`config.mk`:
```
export PLATFORM = sky130hd
export DESIGN_NAME = kmeans_centroid_update_core
export DESIGN_NICKNAME = d
export VERILOG_FILES = /design/src/rtl/kmcu_pkg.sv /design/src/rtl/kmcu_ram.sv /design/src/rtl/kmeans_centroid_update_core.sv
export SDC_FILE = /design/constraint.sdc
export NUM_CORES = 2
export LEC_CHECK = 0
export ABC_AREA = 1
export CORE_ASPECT_RATIO = 1.2
export CORE_MARGIN = 3
export CORE_UTILIZATION = 45
export DETAILED_ROUTE_END_ITERATION = 8
export DONT_BUFFER_PORTS = 1
export SLEW_MARGIN = 20
export SYNTH_ARGS = -nofsm -noshare
export SYNTH_HDL_FRONTEND = slang
export SYNTH_SLANG_ARGS = --single-unit
```
`constraint.sdc`:
```
create_clock -name i_clk -period 9.1 [get_ports i_clk]
set_input_delay 1.82 -clock i_clk [delete_from_list [all_inputs] [get_ports i_clk]]
set_output_delay 1.82 -clock i_clk [all_outputs]
set_load 0.005 [all_outputs]
```
`src/rtl/kmcu_pkg.sv`:
```
package kmcu_pkg;

    localparam int MAX_CLUSTERS = 16;
    localparam int CLU_W        = $clog2(MAX_CLUSTERS);
    localparam int CH_W         = 8;
    localparam int SUM_W        = 32;
    localparam int CNT_W        = 24;
    localparam int MEAN_W       = 16;
    localparam int FRAC_W       = 8;
    localparam int CFG_W        = 5;
    localparam int STEP_W       = $clog2(MEAN_W);

    localparam logic [CNT_W-1:0] MAX_POINTS    = CNT_W'(16777215);
    localparam logic [CFG_W-1:0] CC_RESET      = CFG_W'(6);
    localparam logic [CFG_W-1:0] CC_MAX        = CFG_W'(MAX_CLUSTERS);

    typedef struct packed {
        logic [SUM_W-1:0] sum_blue;
        logic [SUM_W-1:0] sum_green;
        logic [SUM_W-1:0] sum_red;
        logic [CNT_W-1:0] count;
    } t_acc;

    localparam int ACC_W = $bits(t_acc);

endpackage

```
`src/rtl/kmcu_ram.sv`:
```
module kmcu_ram #(
    parameter int WIDTH = 8,
    parameter int DEPTH = 16
) (
    input  logic                     i_clk,
    input  logic                     i_we,
    input  logic [$clog2(DEPTH)-1:0] i_waddr,
    input  logic [WIDTH-1:0]         i_wdata,
    input  logic [$clog2(DEPTH)-1:0] i_raddr,
    output logic [WIDTH-1:0]         o_rdata
);

    logic [WIDTH-1:0] r_mem [DEPTH];
    logic [WIDTH-1:0] r_rdata;

    always_ff @(posedge i_clk) begin
        if (i_we) begin
            r_mem[i_waddr] <= i_wdata;
        end
        r_rdata <= r_mem[i_raddr];
    end

    assign o_rdata = r_rdata;

endmodule

```
`src/rtl/kmeans_centroid_update_core.sv`:
```
// Accumulation takes one pixel request per cycle; a pixel is written back in the cycle after it is
// accepted, with forwarding when consecutive pixels hit the same cluster.
// On the last pixel of a frame each cluster in use goes through one memory read, one load and a
// bit-serial division of the three channels in parallel by the shared count, then the result.
// Input is stalled from the last pixel until the final result has been taken.
// Reset (synchronous, active low) sets the cluster count to 6 and marks every cluster empty.
module kmeans_centroid_update_core (
    input  logic                           i_clk,
    input  logic                           i_rst_n,
    input  logic                           i_cfg_wr_en,
    input  logic [kmcu_pkg::CFG_W-1:0]     i_cfg_wr_data,
    input  logic                           i_in_valid,
    output logic                           o_in_stall,
    input  logic [kmcu_pkg::CLU_W-1:0]     i_cluster_index,
    input  logic [kmcu_pkg::CH_W-1:0]      i_blue,
    input  logic [kmcu_pkg::CH_W-1:0]      i_green,
    input  logic [kmcu_pkg::CH_W-1:0]      i_red,
    input  logic                           i_last_point,
    output logic                           o_out_valid,
    input  logic                           i_out_stall,
    output logic [kmcu_pkg::CLU_W-1:0]     o_out_cluster,
    output logic [kmcu_pkg::MEAN_W-1:0]    o_mean_blue,
    output logic [kmcu_pkg::MEAN_W-1:0]    o_mean_green,
    output logic [kmcu_pkg::MEAN_W-1:0]    o_mean_red,
    output logic                           o_empty_cluster,
    output logic                           o_last_result
);

    import kmcu_pkg::*;

    typedef enum logic [2:0] {
        ST_ACCUM,
        ST_READ,
        ST_LOAD,
        ST_DIV,
        ST_OUT
    } t_state;

    localparam int REM_W = CNT_W;
    localparam int STEP_RES_W = REM_W + MEAN_W;

    t_state              r_state;
    logic [CFG_W-1:0]    r_cc;
    logic [MAX_CLUSTERS-1:0] r_vld;

    logic                r_s1_valid;
    logic                r_s1_last;
    logic [CLU_W-1:0]    r_s1_idx;
    logic [CH_W-1:0]     r_s1_blue;
    logic [CH_W-1:0]     r_s1_green;
    logic [CH_W-1:0]     r_s1_red;

    logic                r_wb_valid;
    logic [CLU_W-1:0]    r_wb_idx;
    t_acc                r_wb_data;

    logic [CLU_W-1:0]    r_k;
    logic [STEP_W-1:0]   r_step;
    logic [CNT_W-1:0]    r_cnt;
    logic [REM_W-1:0]    r_rem_b, r_rem_g, r_rem_r;
    logic [MEAN_W-1:0]   r_dq_b, r_dq_g, r_dq_r;

    logic                r_out_valid;
    logic [CLU_W-1:0]    r_out_cluster;
    logic [MEAN_W-1:0]   r_mean_b, r_mean_g, r_mean_r;
    logic                r_out_empty;
    logic                r_out_last;

    t_acc                w_rdata;
    t_acc                w_old;
    t_acc                n_acc;
    t_acc                w_load;
    logic                w_we;
    logic [CLU_W-1:0]    w_raddr;
    logic [CFG_W-1:0]    w_n;
    logic                w_k_last;
    logic [STEP_RES_W-1:0] n_step_b, n_step_g, n_step_r;

    function automatic logic [STEP_RES_W-1:0] div_step(
        input logic [REM_W-1:0]  rem,
        input logic [MEAN_W-1:0] dq,
        input logic [CNT_W-1:0]  c
    );
        logic [REM_W:0] trial;
        logic [REM_W:0] diff;
        logic           ge;
        trial = {rem, dq[MEAN_W-1]};
        ge    = trial >= {1'b0, c};
        diff  = trial - {1'b0, c};
        return {(ge ? diff[REM_W-1:0] : trial[REM_W-1:0]), dq[MEAN_W-2:0], ge};
    endfunction

    kmcu_ram #(
        .WIDTH(ACC_W),
        .DEPTH(MAX_CLUSTERS)
    ) u_acc_ram (
        .i_clk  (i_clk),
        .i_we   (w_we),
        .i_waddr(r_s1_idx),
        .i_wdata(n_acc),
        .i_raddr(w_raddr),
        .o_rdata(w_rdata)
    );

    always_comb begin
        w_raddr = (r_state == ST_ACCUM) ? i_cluster_index : r_k;

        if (r_wb_valid && (r_wb_idx == r_s1_idx)) begin
            w_old = r_wb_data;
        end else if (r_vld[r_s1_idx]) begin
            w_old = w_rdata;
        end else begin
            w_old = '0;
        end

        n_acc.sum_blue  = w_old.sum_blue + SUM_W'(r_s1_blue);
        n_acc.sum_green = w_old.sum_green + SUM_W'(r_s1_green);
        n_acc.sum_red   = w_old.sum_red + SUM_W'(r_s1_red);
        n_acc.count     = w_old.count + CNT_W'(1);

        w_we = r_s1_valid && (w_old.count != MAX_POINTS);

        w_load = r_vld[r_k] ? w_rdata : '0;

        if (r_cc == '0) begin
            w_n = CFG_W'(1);
        end else if (r_cc > CC_MAX) begin
            w_n = CC_MAX;
        end else begin
            w_n = r_cc;
        end
        w_k_last = ({1'b0, r_k} + CFG_W'(1)) == w_n;

        n_step_b = div_step(r_rem_b, r_dq_b, r_cnt);
        n_step_g = div_step(r_rem_g, r_dq_g, r_cnt);
        n_step_r = div_step(r_rem_r, r_dq_r, r_cnt);
    end

    assign o_in_stall = (r_state != ST_ACCUM) || (r_s1_valid && r_s1_last);

    always_ff @(posedge i_clk) begin
        if (!i_rst_n) begin
            r_state     <= ST_ACCUM;
            r_cc        <= CC_RESET;
            r_vld       <= '0;
            r_s1_valid  <= 1'b0;
            r_wb_valid  <= 1'b0;
            r_out_valid <= 1'b0;
            r_k         <= '0;
            r_step      <= '0;
        end else begin
            if (i_cfg_wr_en) begin
                r_cc <= i_cfg_wr_data;
            end

            r_wb_valid <= w_we;
            r_wb_idx   <= r_s1_idx;
            r_wb_data  <= n_acc;
            if (w_we) begin
                r_vld[r_s1_idx] <= 1'b1;
            end

            r_s1_valid <= i_in_valid && !o_in_stall;
            if (i_in_valid && !o_in_stall) begin
                r_s1_idx   <= i_cluster_index;
                r_s1_blue  <= i_blue;
                r_s1_green <= i_green;
                r_s1_red   <= i_red;
                r_s1_last  <= i_last_point;
            end

            case (r_state)
                ST_ACCUM: begin
                    if (r_s1_valid && r_s1_last) begin
                        r_k     <= '0;
                        r_state <= ST_READ;
                    end
                end
                ST_READ: begin
                    r_state <= ST_LOAD;
                end
                ST_LOAD: begin
                    r_cnt   <= w_load.count;
                    r_rem_b <= w_load.sum_blue[SUM_W-1:FRAC_W];
                    r_rem_g <= w_load.sum_green[SUM_W-1:FRAC_W];
                    r_rem_r <= w_load.sum_red[SUM_W-1:FRAC_W];
                    r_dq_b  <= {w_load.sum_blue[FRAC_W-1:0], FRAC_W'(0)};
                    r_dq_g  <= {w_load.sum_green[FRAC_W-1:0], FRAC_W'(0)};
                    r_dq_r  <= {w_load.sum_red[FRAC_W-1:0], FRAC_W'(0)};
                    r_step  <= '0;
                    r_state <= ST_DIV;
                end
                ST_DIV: begin
                    r_rem_b <= n_step_b[STEP_RES_W-1:MEAN_W];
                    r_rem_g <= n_step_g[STEP_RES_W-1:MEAN_W];
                    r_rem_r <= n_step_r[STEP_RES_W-1:MEAN_W];
                    r_dq_b  <= n_step_b[MEAN_W-1:0];
                    r_dq_g  <= n_step_g[MEAN_W-1:0];
                    r_dq_r  <= n_step_r[MEAN_W-1:0];
                    r_step  <= r_step + STEP_W'(1);
                    if (r_step == STEP_W'(MEAN_W - 1)) begin
                        r_out_valid   <= 1'b1;
                        r_out_cluster <= r_k;
                        r_out_empty   <= (r_cnt == '0);
                        r_out_last    <= w_k_last;
                        r_mean_b      <= (r_cnt == '0) ? '0 : n_step_b[MEAN_W-1:0];
                        r_mean_g      <= (r_cnt == '0) ? '0 : n_step_g[MEAN_W-1:0];
                        r_mean_r      <= (r_cnt == '0) ? '0 : n_step_r[MEAN_W-1:0];
                        r_state       <= ST_OUT;
                    end
                end
                ST_OUT: begin
                    if (!i_out_stall) begin
                        r_out_valid <= 1'b0;
                        if (r_out_last) begin
                            r_vld   <= '0;
                            r_state <= ST_ACCUM;
                        end else begin
                            r_k     <= r_k + CLU_W'(1);
                            r_state <= ST_READ;
                        end
                    end
                end
                default: begin
                    r_state <= ST_ACCUM;
                end
            endcase
        end
    end

    assign o_out_valid     = r_out_valid;
    assign o_out_cluster   = r_out_cluster;
    assign o_mean_blue     = r_mean_b;
    assign o_mean_green    = r_mean_g;
    assign o_mean_red      = r_mean_r;
    assign o_empty_cluster = r_out_empty;
    assign o_last_result   = r_out_last;

endmodule

```
==> summary.txt <==
Floorplan
  – Die area: 229,400 sq um
  – Cell row count: approximately 190
  – Height of the die: between 500 and 600 um
  – I/O Pins: 95
  – Initial Utilization: a little under half
  – CORE AREA: 221,800 sq um
  – Die W: 437.7 um

Synthesis
  – Synth Area in XOR/XNOR: between 1 and 1.5%
  – Yosys warns: 0
  – Post-synthesis compound-gate area fraction: 12.72%
  – Distinct cells, synth: 54
  – Syn avg cell area: around 12 sq um
  – Main combinational cell family by area after synthesis: compound AO/OA/AOI/OAI gates
  – Multiplexer area fraction after synthesis: 0%
  – Post-Synthesis Cells: between 8,000 and 9,000
  – Syn_nets: approximately 8,400
  – Post-Synth Adder-Cell Area: under 10%
  – Post-synth ARST share: 0%
  – Seq/Total Area, Yosys: between 70% and 80%
  – EDFF count, synth: 2,271
  – Synth Cell Area: about 100,000 sq um
  – Simple-gate share of the synthesized area: between 10% and 20%
  – Yosys reg bits: about 2,400
  – Most used DFF post-synth: edfxtp_1

STA
  – TNS Setup: 0 ns
  – Crit share post-route: ~67%
  – RSZ-0062 raised after global routing: false
  – Final Setup Violations: 0
  – Setup WS post-layout: between 3 and 4 ns
  – Final min period: 6.059 ns
  – Max-slew violation count: 0
  – Worst hold margin: 0.4728 ns
  – Fin. Hold Viols: 0
  – Slew HR: around a quarter
  – Final setup skew: roughly 0.041 ns
  – Worst Tran Pin Value: approximately 1.1 ns
  – Max Fclk: 0.1651 GHz

Power and ir drop
  – P per Cell Area: between 200 and 300 nW/um^2
  – Leakage: 0.03727 uW
  – Peak supply drop: 0.4603 mV

Critical path
  – CP endpoint kind: register
  – R2R setup slack: 3.04 ns
  – CP peak stage delay: approximately 0.75 ns
  – CP Cell Sequence: inv_2, nand2_1, nand2_1, nand2_1, nand2_1, nand2_1, nand2_2, nor2_4, buf_12, o21a_1, inv_1, ha_1, nand2_1, nor2_2, nand2_2, nor2_4, nand2_4, nand3_1, inv_8, buf_4
  – FF-to-FF Start: r_s1_idx[0]$_DFFE_PP_
  – Slowest stage cell on the critical path: edfxtp_1
  – CP Launch Type: register
  – R2r worst-path depth: 20
  – CP most frequent cell: nand2_1
  – Worst endpoint required time: around 9.6 ns
  – Crit Reg-Reg Endpoint: u_acc_ram.r_mem[2][3]$_DFFE_PP_
  – Critical path class: reg2reg
  – Critical path peak fanout: between 100 and 150
  – Arrival time of the worst setup path: 6.54 ns

Route
  – Wire per inst: ~25 um
  – ANT nets after route: 0
  – Via count: 66,660
  – Drt drc: 0
  – Vias per cell: roughly 5.9
  – First drt pass iteration count: 6
  – DR iter-0 viols: roughly 6,900
  – Drt total wl: ~290 mm

CTS
  – CTS Hold Bufs: 0
  – Inserted Clock Buffers: about 230
  – H-tree Lvls: 4
  – CTS tree: done
  – CTS root buf: clkbuf_16
  – Max Root-Sink Buffers: 3
  – Post_cts resized: 0
  – Clk_lat worst skew: approximately 0.88 ns
  – Clock Sinks: between 2,000 and 2,500
  – Post-CTS setup buffers: 0
  – Clock transition at the registers of the reported paths: approximately 0.06 ns

Global routing
  – Vias in the first global route: ~65,000
  – Gr usage total: between 20% and 30%
  – First-pass GRT wire length: 424.3 mm
  – Largest net degree at the start of global routing: 229
  – Overflow after GRT: 0
  – Initial antenna violation count: 12

Min path
  – Startpoint of the worst hold path: r_vld[15]$_SDFF_PN0_
  – Hold Path End: r_vld[15]$_SDFF_PN0_
  – WHS Path Cells: 2
  – Hold Path Class: reg2reg

Outcome
  – Status: completed

Place
  – Hpwl dp: roughly 150 mm
  – I/O Buffers: 0
  – Gpl congestion: between 0.9 and 1
  – Pre-CTS setup slack: roughly 3 ns

Layout
  – # fillers: 19,300
  – Layout cells sized above 1: 7.455%
  – Most common cell after layout, fill and taps aside: edfxtp_1
  – Most frequent cells in the layout: edfxtp_1, nor2_1, o21ai_0, nand2_1, inv_1
  – Nets: 8,229
  – Synthesis-to-finish area growth: 10.79%

Flow run
  – Max Cap Viol: 0
-- worst max path at each step --
stage | end | slack (ns) | depth (start not counted) | from
2_1_floorplan | r_dq_b[0]$_SDFFCE_PN0P_ | 1.11 | 4 | i_rst_n
3_3_place_gp | u_acc_ram.r_mem[2][16]$_DFFE_PP_ | 3.05 | 20 | r_s1_idx[0]$_DFFE_PP_
3_5_place_dp | u_acc_ram.r_mem[9][32]$_DFFE_PP_ | 3.05 | 20 | r_s1_idx[0]$_DFFE_PP_
4_1_cts | u_acc_ram.r_mem[9][25]$_DFFE_PP_ | 3.00 | 20 | r_s1_idx[0]$_DFFE_PP_
5_1_grt | u_acc_ram.r_mem[2][9]$_DFFE_PP_ | 2.60 | 20 | r_s1_idx[0]$_DFFE_PP_
6_report | u_acc_ram.r_mem[2][3]$_DFFE_PP_ | 3.04 | 20 | r_s1_idx[0]$_DFFE_PP_
-- final cells by class --
class | count | area (sq um) | share of cell area (%)
Multi-Input combinational cell | 4943 | 26350 | 23.63
Sequential cell | 2426 | 71300 | 63.94
Clock inverter | 133 | 1396 | 1.252
Clock buffer | 302 | 6197 | 5.557
Tap cell | 2960 | 3704 | 3.321
Inverter | 388 | 1614 | 1.447
Timing Repair Buffer | 98 | 947.2 | 0.8493
Antenna cell | 3 | 7.507 | 0.006732
-- worst max-delay path, delay by kind of cell (launching register included) --
family	cells	cell delay [ns]
buf+inv	5	2.06
simple gates	13	1.56
flops	1	0.75
compound gates	1	0.71
fa+ha+maj	1	0.28
-- flip-flops by register name, summed over array words and instances, names as in the netlist, 16 cells and up --
signal             count
u_acc_ram.r_mem     1920
r_wb_data            120
u_acc_ram.o_rdata    120
r_cnt                 24
r_rem_b               24
r_rem_g               24
r_rem_r               24
o_mean_blue           16
o_mean_green          16
o_mean_red            16
r_dq_b                16
r_dq_g                16
r_dq_r                16
r_vld                 16
-- power by group --
part,internal (uW),switching (uW),leakage (uW)
sequential,13100,582,0.0215
clock,5440,4220,0.00370
combinational,2630,7160,0.0121
total,21100,12000,0.0373
-- stage by stage --
stage | util, % | area (sq um) | power (uW) | instances
after global routing | 50.27 | 111500 | 34700 | 11250
after global placement | 46.67 | 103500 | 23420 | 10810
after CTS | 50.15 | 111200 | 33150 | 11250
after floorplan | - | 100700 | 20090 | 8247
final | 50.27 | 111500 | 33100 | 11250
after detailed placement | 46.72 | 103600 | 23560 | 10820
-- synthesized netlist by cell type, drive strengths merged, types with 8 or more instances --
cell type | number | share of area (%)
nor4 | 11 | 0.068
clkbuf | 405 | 1.5
o31ai | 22 | 0.16
xor2 | 71 | 0.62
o21a | 9 | 0.067
buf | 85 | 0.54
o22ai | 147 | 0.92
ha | 99 | 1.2
edfxtp | 2271 | 68
o211ai | 154 | 1.1
nor3b | 8 | 0.070
nand3 | 203 | 1.1
nand2 | 1022 | 3.8
xnor2 | 77 | 0.67
inv | 386 | 1.4
dfxtp | 155 | 3.1
o21bai | 14 | 0.10
o221ai | 336 | 2.9
nand3b | 21 | 0.16
nand4 | 33 | 0.21
a21o | 12 | 0.090
a21oi | 185 | 0.92
nor2 | 1213 | 4.6
nor3 | 39 | 0.25
o21ai | 1224 | 6.2
-- per-layer routing --
metal | wire, um | track usage [%] | vias up
li1 | - | - | 29800
met1 | 121000 | 34.07 | 33650
met2 | 137500 | 40.79 | 2739
met3 | 19930 | 2.961 | 465
met4 | 8347 | 7.121 | 0
met5 | 0 | 0 | -
-- cells by family after synthesis --
| kind of cell | Yosys count |
|---|---|
| flip-flops | 2426 |
| AND/OR/NAND/NOR | 2560 |
| buffers and inverters | 878 |
| AO/OA/AOI/OAI | 2130 |
| adder cells (fa/ha/maj) | 105 |
| XOR/XNOR | 148 |
Power figures use the tool's default switching activity.
